### src/dfd_pkg.sv
// ----------------------------------------------------------------------------
// dfd_pkg
// Types and constants shared by the drive fault detector modules.
// ----------------------------------------------------------------------------
package dfd_pkg;

  // Configuration bus geometry: 64-bit data, registers on 8-byte strides
  localparam int unsigned DataW = 64;
  localparam int unsigned AddrW = 6;

  // Operation codes carried by an input item
  typedef enum logic [1:0] {
    OP_FAST  = 2'd0,
    OP_SLOW  = 2'd1,
    OP_CLEAR = 2'd2
  } op_e;

  // Register indexes (byte address / 8)
  typedef enum logic [2:0] {
    REG_OC_TRIP     = 3'd0,
    REG_OV_TRIP     = 3'd1,
    REG_UV_TRIP     = 3'd2,
    REG_QUALIFY     = 3'd3,
    REG_OT_TRIP     = 3'd4,
    REG_OL_CONT     = 3'd5,
    REG_OL_TRIP_LVL = 3'd6
  } reg_idx_e;

  // Fault flag bit positions
  localparam int unsigned FlagOcA   = 0;
  localparam int unsigned FlagOcB   = 1;
  localparam int unsigned FlagOcC   = 2;
  localparam int unsigned FlagOcMag = 3;
  localparam int unsigned FlagOv    = 4;
  localparam int unsigned FlagUv    = 5;
  localparam int unsigned FlagHw    = 6;
  localparam int unsigned FlagShort = 7;
  localparam int unsigned FlagOl    = 8;
  localparam int unsigned FlagOt    = 9;
  localparam int unsigned NumFlags  = 10;

  // Register reset values
  localparam logic [14:0]        OcTripRst    = 15'h7FFF;
  localparam logic [15:0]        OvTripRst    = 16'hFFFF;
  localparam logic [15:0]        UvTripRst    = 16'h0000;
  localparam logic [15:0]        QualifyRst   = 16'd20;
  localparam logic signed [11:0] OtTripRst    = 12'sd1000;
  localparam logic [30:0]        OlContRst    = 31'd0;
  localparam logic [47:0]        OlTripLvlRst = 48'hFFFF_FFFF_FFFF;

  localparam logic [15:0] CntMax = 16'hFFFF;
  localparam logic [47:0] AccMax = 48'hFFFF_FFFF_FFFF;

  typedef struct packed {
    logic [1:0]          op;
    logic signed [15:0]  phase_a;
    logic signed [15:0]  phase_b;
    logic signed [15:0]  phase_c;
    logic [14:0]         current_mag;
    logic [15:0]         dc_voltage;
    logic signed [11:0]  temperature;
    logic                trip_zone;
    logic                device_ok;
  } in_item_t;

  typedef struct packed {
    logic [NumFlags-1:0] fault_flags;
    logic                any_fault;
    logic                record_strobe;
    logic [14:0]         record_current;
    logic [15:0]         record_vdc;
  } out_item_t;

  typedef struct packed {
    logic [14:0]         oc_trip;
    logic [15:0]         ov_trip;
    logic [15:0]         uv_trip;
    logic [15:0]         qualify_count;
    logic signed [11:0]  ot_trip;
    logic [30:0]         ol_continuous_sq;
    logic [47:0]         ol_trip_level;
  } cfg_t;

endpackage

### src/drive_fault_detector_top.sv
// ----------------------------------------------------------------------------
// drive_fault_detector_top
// Pipeline: an accepted item passes through the input register with the
//   magnitude square, then the result register.
// Throughput: one item per cycle; a stalled result register holds the pipe.
// Reset: asynchronous, active low; clears flags, counters, the accumulator,
//   and loads the configuration registers with their defaults.
// ----------------------------------------------------------------------------
module drive_fault_detector_top
  import dfd_pkg::*;
(
  input  logic             clk_i,
  input  logic             rst_ni,
  input  logic             in_valid_i,
  output logic             in_stall_o,
  input  in_item_t         in_item_i,
  output logic             out_valid_o,
  input  logic             out_stall_i,
  output out_item_t        out_item_o,
  input  logic             psel,
  input  logic             penable,
  input  logic             pwrite,
  input  logic [AddrW-1:0] paddr,
  input  logic [DataW-1:0] pwdata,
  output logic [DataW-1:0] prdata,
  output logic             pready
);

  cfg_t        cfg;
  logic        s1_valid_q, s1_valid_d;
  in_item_t    s1_item_q;
  logic [29:0] s1_sq_q;
  logic        out_valid_q, out_valid_d;
  out_item_t   out_item_q;
  out_item_t   res;
  logic        out_free;
  logic        fire;
  logic        in_acc;

  assign pready = 1'b1;

  dfd_cfg u_cfg (
    .clk_i   (clk_i),
    .rst_ni  (rst_ni),
    .psel    (psel),
    .penable (penable),
    .pwrite  (pwrite),
    .paddr   (paddr),
    .pwdata  (pwdata),
    .prdata  (prdata),
    .cfg_o   (cfg)
  );

  // Handshake: result slot free when empty or being taken
  assign out_free   = !out_valid_q || !out_stall_i;
  assign fire       = s1_valid_q && out_free;
  assign in_stall_o = s1_valid_q && !out_free;
  assign in_acc     = in_valid_i && !in_stall_o;

  assign s1_valid_d  = in_acc ? 1'b1 : (fire ? 1'b0 : s1_valid_q);
  assign out_valid_d = fire ? 1'b1 : (out_free ? 1'b0 : out_valid_q);

  always_ff @(posedge clk_i or negedge rst_ni) begin
    if (!rst_ni) begin
      s1_valid_q  <= 1'b0;
      out_valid_q <= 1'b0;
    end else begin
      s1_valid_q  <= s1_valid_d;
      out_valid_q <= out_valid_d;
    end
  end

  // Capture the item and square its magnitude
  always_ff @(posedge clk_i) begin
    if (in_acc) begin
      s1_item_q <= in_item_i;
      s1_sq_q   <= {15'd0, in_item_i.current_mag} * {15'd0, in_item_i.current_mag};
    end
  end

  dfd_core u_core (
    .clk_i    (clk_i),
    .rst_ni   (rst_ni),
    .fire_i   (fire),
    .item_i   (s1_item_q),
    .mag_sq_i (s1_sq_q),
    .cfg_i    (cfg),
    .res_o    (res)
  );

  // Hold the result until taken
  always_ff @(posedge clk_i) begin
    if (fire) begin
      out_item_q <= res;
    end
  end

  assign out_valid_o = out_valid_q;
  assign out_item_o  = out_item_q;

endmodule

### src/dfd_cfg.sv
// ----------------------------------------------------------------------------
// dfd_cfg
// Configuration register file behind a simple APB-style slave port.
// ----------------------------------------------------------------------------
module dfd_cfg
  import dfd_pkg::*;
(
  input  logic             clk_i,
  input  logic             rst_ni,
  input  logic             psel,
  input  logic             penable,
  input  logic             pwrite,
  input  logic [AddrW-1:0] paddr,
  input  logic [DataW-1:0] pwdata,
  output logic [DataW-1:0] prdata,
  output cfg_t             cfg_o
);

  cfg_t       cfg_q, cfg_d;
  logic       wr_en;
  logic [2:0] idx;

  assign idx   = paddr[AddrW-1:3];
  assign wr_en = psel & penable & pwrite;

  // Decode the write
  always_comb begin
    cfg_d = cfg_q;
    if (wr_en) begin
      unique case (reg_idx_e'(idx))
        REG_OC_TRIP:     cfg_d.oc_trip          = pwdata[14:0];
        REG_OV_TRIP:     cfg_d.ov_trip          = pwdata[15:0];
        REG_UV_TRIP:     cfg_d.uv_trip          = pwdata[15:0];
        REG_QUALIFY:     cfg_d.qualify_count    = pwdata[15:0];
        REG_OT_TRIP:     cfg_d.ot_trip          = pwdata[11:0];
        REG_OL_CONT:     cfg_d.ol_continuous_sq = pwdata[30:0];
        REG_OL_TRIP_LVL: cfg_d.ol_trip_level    = pwdata[47:0];
        default: ;
      endcase
    end
  end

  always_ff @(posedge clk_i or negedge rst_ni) begin
    if (!rst_ni) begin
      cfg_q.oc_trip          <= OcTripRst;
      cfg_q.ov_trip          <= OvTripRst;
      cfg_q.uv_trip          <= UvTripRst;
      cfg_q.qualify_count    <= QualifyRst;
      cfg_q.ot_trip          <= OtTripRst;
      cfg_q.ol_continuous_sq <= OlContRst;
      cfg_q.ol_trip_level    <= OlTripLvlRst;
    end else begin
      cfg_q <= cfg_d;
    end
  end

  // Read back the addressed register, zero-extended
  always_comb begin
    unique case (reg_idx_e'(idx))
      REG_OC_TRIP:     prdata = {{(DataW-15){1'b0}}, cfg_q.oc_trip};
      REG_OV_TRIP:     prdata = {{(DataW-16){1'b0}}, cfg_q.ov_trip};
      REG_UV_TRIP:     prdata = {{(DataW-16){1'b0}}, cfg_q.uv_trip};
      REG_QUALIFY:     prdata = {{(DataW-16){1'b0}}, cfg_q.qualify_count};
      REG_OT_TRIP:     prdata = {{(DataW-12){1'b0}}, cfg_q.ot_trip};
      REG_OL_CONT:     prdata = {{(DataW-31){1'b0}}, cfg_q.ol_continuous_sq};
      REG_OL_TRIP_LVL: prdata = {{(DataW-48){1'b0}}, cfg_q.ol_trip_level};
      default:         prdata = '0;
    endcase
  end

  assign cfg_o = cfg_q;

endmodule

### src/dfd_core.sv
// ----------------------------------------------------------------------------
// dfd_core
// Fault state (latched flags, qualifying counters, overload accumulator) and
// the combinational check logic that computes one result per item.
// ----------------------------------------------------------------------------
module dfd_core
  import dfd_pkg::*;
(
  input  logic        clk_i,
  input  logic        rst_ni,
  input  logic        fire_i,
  input  in_item_t    item_i,
  input  logic [29:0] mag_sq_i,
  input  cfg_t        cfg_i,
  output out_item_t   res_o
);

  logic [NumFlags-1:0] flags_q, flags_d;
  logic [15:0]         ov_cnt_q, ov_cnt_d;
  logic [15:0]         uv_cnt_q, uv_cnt_d;
  logic [15:0]         ot_cnt_q, ot_cnt_d;
  logic [47:0]         acc_q, acc_d;

  logic [16:0] abs_a, abs_b, abs_c;
  logic [16:0] oc_ext;
  logic        mag_oc;
  logic [15:0] ov_next, uv_next, ot_next;
  logic [49:0] acc_sum;
  logic [47:0] acc_clamped;

  // Absolute value of a phase sample; full scale negative gives 32768
  function automatic logic [16:0] abs17(input logic signed [15:0] v);
    logic [16:0] ext;
    ext = {v[15], v};
    return v[15] ? (~ext + 17'd1) : ext;
  endfunction

  // Up/down qualifying counter, saturating at full scale
  function automatic logic [15:0] qualify(input logic [15:0] cnt, input logic cond);
    logic [15:0] r;
    r = cnt;
    if (cond) begin
      if (cnt != CntMax) r = cnt + 16'd1;
    end else if (cnt != 16'd0) begin
      r = cnt - 16'd1;
    end
    return r;
  endfunction

  assign abs_a  = abs17(item_i.phase_a);
  assign abs_b  = abs17(item_i.phase_b);
  assign abs_c  = abs17(item_i.phase_c);
  assign oc_ext = {2'b00, cfg_i.oc_trip};
  assign mag_oc = item_i.current_mag > cfg_i.oc_trip;

  assign ov_next = qualify(ov_cnt_q, item_i.dc_voltage > cfg_i.ov_trip);
  assign uv_next = qualify(uv_cnt_q, item_i.dc_voltage < cfg_i.uv_trip);
  assign ot_next = qualify(ot_cnt_q,
                           $signed(item_i.temperature) > $signed(cfg_i.ot_trip));

  // I-squared-t step: add the square, remove the continuous level, clamp
  assign acc_sum = {2'b00, acc_q} + {20'd0, mag_sq_i} - {19'd0, cfg_i.ol_continuous_sq};
  always_comb begin
    if (acc_sum[49]) begin
      acc_clamped = '0;
    end else if (acc_sum[48]) begin
      acc_clamped = AccMax;
    end else begin
      acc_clamped = acc_sum[47:0];
    end
  end

  // Run the selected check
  always_comb begin
    flags_d  = flags_q;
    ov_cnt_d = ov_cnt_q;
    uv_cnt_d = uv_cnt_q;
    ot_cnt_d = ot_cnt_q;
    acc_d    = acc_q;
    res_o    = '0;
    unique case (op_e'(item_i.op))
      OP_FAST: begin
        if (abs_a > oc_ext) flags_d[FlagOcA] = 1'b1;
        if (abs_b > oc_ext) flags_d[FlagOcB] = 1'b1;
        if (abs_c > oc_ext) flags_d[FlagOcC] = 1'b1;
        if (mag_oc) begin
          flags_d[FlagOcMag]   = 1'b1;
          res_o.record_strobe  = 1'b1;
          res_o.record_current = item_i.current_mag;
          res_o.record_vdc     = item_i.dc_voltage;
        end
        ov_cnt_d = ov_next;
        uv_cnt_d = uv_next;
        if (ov_next >= cfg_i.qualify_count) flags_d[FlagOv] = 1'b1;
        if (uv_next >= cfg_i.qualify_count) flags_d[FlagUv] = 1'b1;
        if (item_i.trip_zone) flags_d[FlagHw] = 1'b1;
        if (!item_i.device_ok) flags_d[FlagShort] = 1'b1;
      end
      OP_SLOW: begin
        acc_d = acc_clamped;
        if (acc_clamped > cfg_i.ol_trip_level) begin
          flags_d[FlagOl] = 1'b1;
          acc_d           = '0;
        end
        ot_cnt_d = ot_next;
        if (ot_next >= cfg_i.qualify_count) flags_d[FlagOt] = 1'b1;
      end
      OP_CLEAR: flags_d = '0;
      default: ;
    endcase
    res_o.fault_flags = flags_d;
    res_o.any_fault   = |flags_d;
  end

  // Commit state when the item moves into the result register
  always_ff @(posedge clk_i or negedge rst_ni) begin
    if (!rst_ni) begin
      flags_q  <= '0;
      ov_cnt_q <= '0;
      uv_cnt_q <= '0;
      ot_cnt_q <= '0;
      acc_q    <= '0;
    end else if (fire_i) begin
      flags_q  <= flags_d;
      ov_cnt_q <= ov_cnt_d;
      uv_cnt_q <= uv_cnt_d;
      ot_cnt_q <= ot_cnt_d;
      acc_q    <= acc_d;
    end
  end

endmodule

### config.mk
export PLATFORM = sky130hd
export DESIGN_NAME = drive_fault_detector_top
export DESIGN_NICKNAME = d
export VERILOG_FILES = /design/src/dfd_pkg.sv /design/src/drive_fault_detector_top.sv /design/src/dfd_cfg.sv /design/src/dfd_core.sv
export SDC_FILE = /design/constraint.sdc
export NUM_CORES = 2
export LEC_CHECK = 0
export BUFFER_PORTS_ARGS = -buffer_cell sky130_fd_sc_hd__buf_2
export CAP_MARGIN = 25
export CORE_MARGIN = 2
export CORE_UTILIZATION = 46
export DETAILED_ROUTE_END_ITERATION = 6
export GPL_TIMING_DRIVEN = 0
export PLACE_DENSITY = 0.6
export SYNTH_ARGS = -nofsm -noshare
export SYNTH_HDL_FRONTEND = slang
export SYNTH_HIERARCHICAL = 1
export SYNTH_SLANG_ARGS = --single-unit
### constraint.sdc
create_clock -name clk_i -period 17.1 [get_ports clk_i]
set_input_delay 0.855 -clock clk_i [delete_from_list [all_inputs] [get_ports clk_i]]
set_output_delay 0.855 -clock clk_i [all_outputs]
set_load 0.02 [all_outputs]
==> qor.tcl <==
set qor(run_status) {finished, final reports clean}
set qor(top_family_by_delay_on_critical_path) {compound AO/OA/AOI/OAI gates}
set qor(synthesis.instances) 3616
set qor(final_wtd_congestion) 0.929
set qor(clkLatencyLatePin_ns) 0.63
set qor(syn_area_per_cell_um2) 9.82
set qor(initial_core_util) 0.466
set qor(power.total_mw) 8.35
set qor(yosys.cell_count.top_type) {sky130_fd_sc_hd__inv_1}
set qor(number_of_antenna_violations_at_the_first_check_in_global_routing) 8
set qor(finalWorstPathRequiredPeriod_ns) 7.45
set qor(crit_path_end_kind) {register}
set qor(synth_top_cells_by_area) {sky130_fd_sc_hd__edfxtp_1, sky130_fd_sc_hd__ha_1, sky130_fd_sc_hd__dfrtp_1, sky130_fd_sc_hd__fa_1, sky130_fd_sc_hd__dfstp_2}
set qor(max-cap-violations) 0
set qor(first_global_vias) 27200
set qor(areaGrowthSynthToFinish_pct) 12.9
set qor(cts.root.buffer_cell) {sky130_fd_sc_hd__clkbuf_16}
set qor(setup_total_negative_slack_ns) 0
set qor(setup_viol) 0
set qor(port_buffers) 245
set qor(post_synth_instance_area_mm2) 0.0355
set qor(timing_worst_slew_pin_value_ns) 1.02
set qor(cts-buffers-inserted) 51
set qor(powerDensity_mw_per_mm2) 208
set qor(pin_count_of_the_biggest_net_entering_global_routing) 104
set qor(clock_sinks) 428
set qor(postSynth.asyncResetShare) 0.612
set qor(drive_above_1_share) 0.191
set qor(coreArea_mm2) 0.0762
set qor(remaining_antenna_violation_count_after_routing) 0
set qor(avgViaCountPerCell) 5.45
set qor(holdCritPathClass) {in2async}
set qor(crit_path_max_fanout) 10
set qor(power_leakage_nw) 18.8
set qor(critPathMaxStageDelay_ns) 0.63
set qor(path_buf_inv) 8
set qor(post_cts_resize_count) 0
set qor(rsz0062_at_grt) {false}
set qor(post_cts_buffers) 0
set qor(post-route-cell-area_mm2) 0.0401
set qor(cts-htree-levels) 2
set qor(postSynthRegisterBits) 428
set qor(clock_path_buffers) 3
set qor(synth_top_cell_area_share) 0.140
set qor(detail_route.first_pass.iterations) 7
set qor(grt.total_usage) 0.251
set qor(post_synth_num_cell_types) 99
set qor(rows) 101
set qor(maxSlewViolCount) 0
set qor(yosysTopAreaCell) {sky130_fd_sc_hd__edfxtp_1}
set qor(num-nets-final) 4629
set qor(io_pins) 282
set qor(chipHeight_um) 282
set qor(vdd_drop_max_mv) 0.147
set qor(design.die.area_mm2) 0.0794
set qor(slew_margin_rel) 0.319
set qor(ys_top_cells_by_count) {sky130_fd_sc_hd__inv_1, sky130_fd_sc_hd__ha_1, sky130_fd_sc_hd__nand2_1}
set qor(timing.clock.skew_ns) 0.0472
set qor(place_area_mm2) 0.0383
set qor(synthFlopType) {sky130_fd_sc_hd__dfrtp_1}
set qor(cts.reportedPaths.clkPinSlew_ns) 0.06
set qor(drc) 0
set qor(yosysWarnings) 6
set qor(achievable-frequency_mhz) 134
set qor(timing_worst_setup_path_type) {reg2reg}
set qor(wl_um) 99500
set qor(grt_first_pass_wirelength_um) 153000
set qor(dieWidth_um) 282
set qor(vias) 27300
set qor(worst_ep_arrival_time_ns) 7.89
set qor(grt_remaining_overflow) 0
set qor(dr.first_iter.drc_count) 1825
set qor(number_of_flops_mapped_to_enable_cells_by_yosys) 166
set qor(critical_path.startpoint_type) {register}
set qor(dpl.hpwl_um) 78600
set qor(tritoncts) {yes}
set qor(crit_slowest_cell) {sky130_fd_sc_hd__a211oi_1}
set qor(fin_crit_sh) 0.436
set qor(wl_per_cell_um) 19.9
set qor(cp.required_ns) 17.54
set qor(hold_buffers) 0
set qor(synth_sequential_area_ratio) 0.328
set qor(finalHoldViolations) 0
final timing paths:
kind / startpoint / end / slack [ns] / cells past startpoint
min reg2reg: s1_valid_q / out_valid_o / 0.49 / 1
min in group clk_i: in_item_i[2] / s1_item_q[2] / 0.40 / 1
max reg2reg: s1_sq_q[3] / u_core/acc_q[16] / 9.65 / 27
min: rst_ni / u_core/ov_cnt_q[10] / 0.26 / 1
max in group asynchronous: rst_ni / u_cfg/cfg_o[21] / 15.73 / 2
max: s1_sq_q[3] / u_core/acc_q[16] / 9.65 / 27
layout make-up:
type | instances | area, um2
Clock inverter | 30 | 430
Tap cell | 1030 | 1290
Multi-Input combinational cell | 2525 | 21100
Antenna cell | 1 | 2.50
Sequential cell | 428 | 11600
Buffer | 167 | 910
Clock buffer | 65 | 1380
Fill cell | 7137 | 36100
Inverter | 511 | 1920
Timing Repair Buffer | 252 | 1400
through the flow:
| step | std cells | utilization | setup slack [ns] | hold slack [ns] |
|---|---|---|---|---|
| 2_1_floorplan | 3631 | - | 11.06 | 0.443 |
| 3_3_place_gp | 4906 | 0.500 | 7.29 | 0.456 |
| 3_5_place_dp | 4913 | 0.502 | 9.71 | 0.468 |
| 4_1_cts | 5008 | 0.526 | 9.71 | 0.297 |
| 5_1_grt | 5009 | 0.526 | 9.16 | 0.346 |
| 6_report | 5009 | 0.526 | 9.65 | 0.257 |
layout by cell type, fill, tap and decap left out, drive strengths merged, types with 15 or more instances in the layout:
master | Yosys | final
and3 | 43 | 43
xnor2 | 112 | 112
nand3 | 54 | 54
mux2i | 47 | 47
o22ai | 57 | 57
nor2b | 37 | 37
nor2 | 213 | 213
fa | 166 | 166
edfxtp | 166 | 166
a22o | 35 | 35
dfstp | 87 | 87
or2 | 30 | 30
o21ai | 133 | 133
o211ai | 15 | 15
nor3 | 48 | 48
inv | 511 | 513
ha | 355 | 355
o21a | 15 | 15
or3 | 23 | 23
a211oi | 17 | 17
conb | 3 | 18
a21o | 94 | 94
clkinv | 0 | 15
xor2 | 70 | 70
dfrtp | 175 | 175
nand4 | 60 | 60
clkbuf | 94 | 159
a31oi | 35 | 35
nand2 | 228 | 228
o31ai | 23 | 23
nor4 | 18 | 18
buf | 73 | 325
mux2 | 160 | 160
nand2b | 24 | 24
and2 | 84 | 84
a21oi | 171 | 171
power by group:
part | leakage (nW) | internal [mW] | total [mW] | switching (mW)
sequential | 4.76 | 1.41 | 1.58 | 0.165
combinational | 13.2 | 2.27 | 5.60 | 3.33
clock | 0.875 | 0.711 | 1.18 | 0.465
worst reg2reg max path, delay by kind of cell, from the launching register on:
kind | cells | cell delay [ns]
simple gates | 8 | 2.04
compound gates | 8 | 2.07
fa+ha+maj | 3 | 1.21
buf+inv | 8 | 1.67
flops | 1 | 0.35
registers in the layout (all words and copies together), names as in the netlist:
name	count
u_cfg/cfg_o	154
s1_item_q	95
u_core/acc_q	48
out_item_o	43
s1_sq_q	28
u_core/ot_cnt_q	16
u_core/ov_cnt_q	16
u_core/uv_cnt_q	16
u_core/flags_q	10
out_valid_o	1
s1_valid_q	1
per-layer routing:
metal / global-route usage / routed length, um / up-vias
li1: - / - / 13100
met3: 0.0386 / 5470 / 147
met4: 0.0857 / 3230 / 8
met2: 0.397 / 44800 / 649
met1: 0.349 / 45900 / 13400
met5: 0 / 46 / -
logic make-up (layout without fill, tap and decap cells):
logic type | Yosys count | count (layout) | synth area share
AOI/OAI and AO/OA | 689 | 689 | 0.133
xor gates and xnor gates | 182 | 182 | 0.0449
adders and majority gates | 521 | 521 | 0.219
buffers and inverters | 678 | 1025 | 0.0796
DFF | 428 | 428 | 0.328
muxes | 208 | 208 | 0.0657
other | 3 | 19 | 0.000317
and+or+nand+nor | 907 | 907 | 0.130
(Power assumes the default switching activity.)
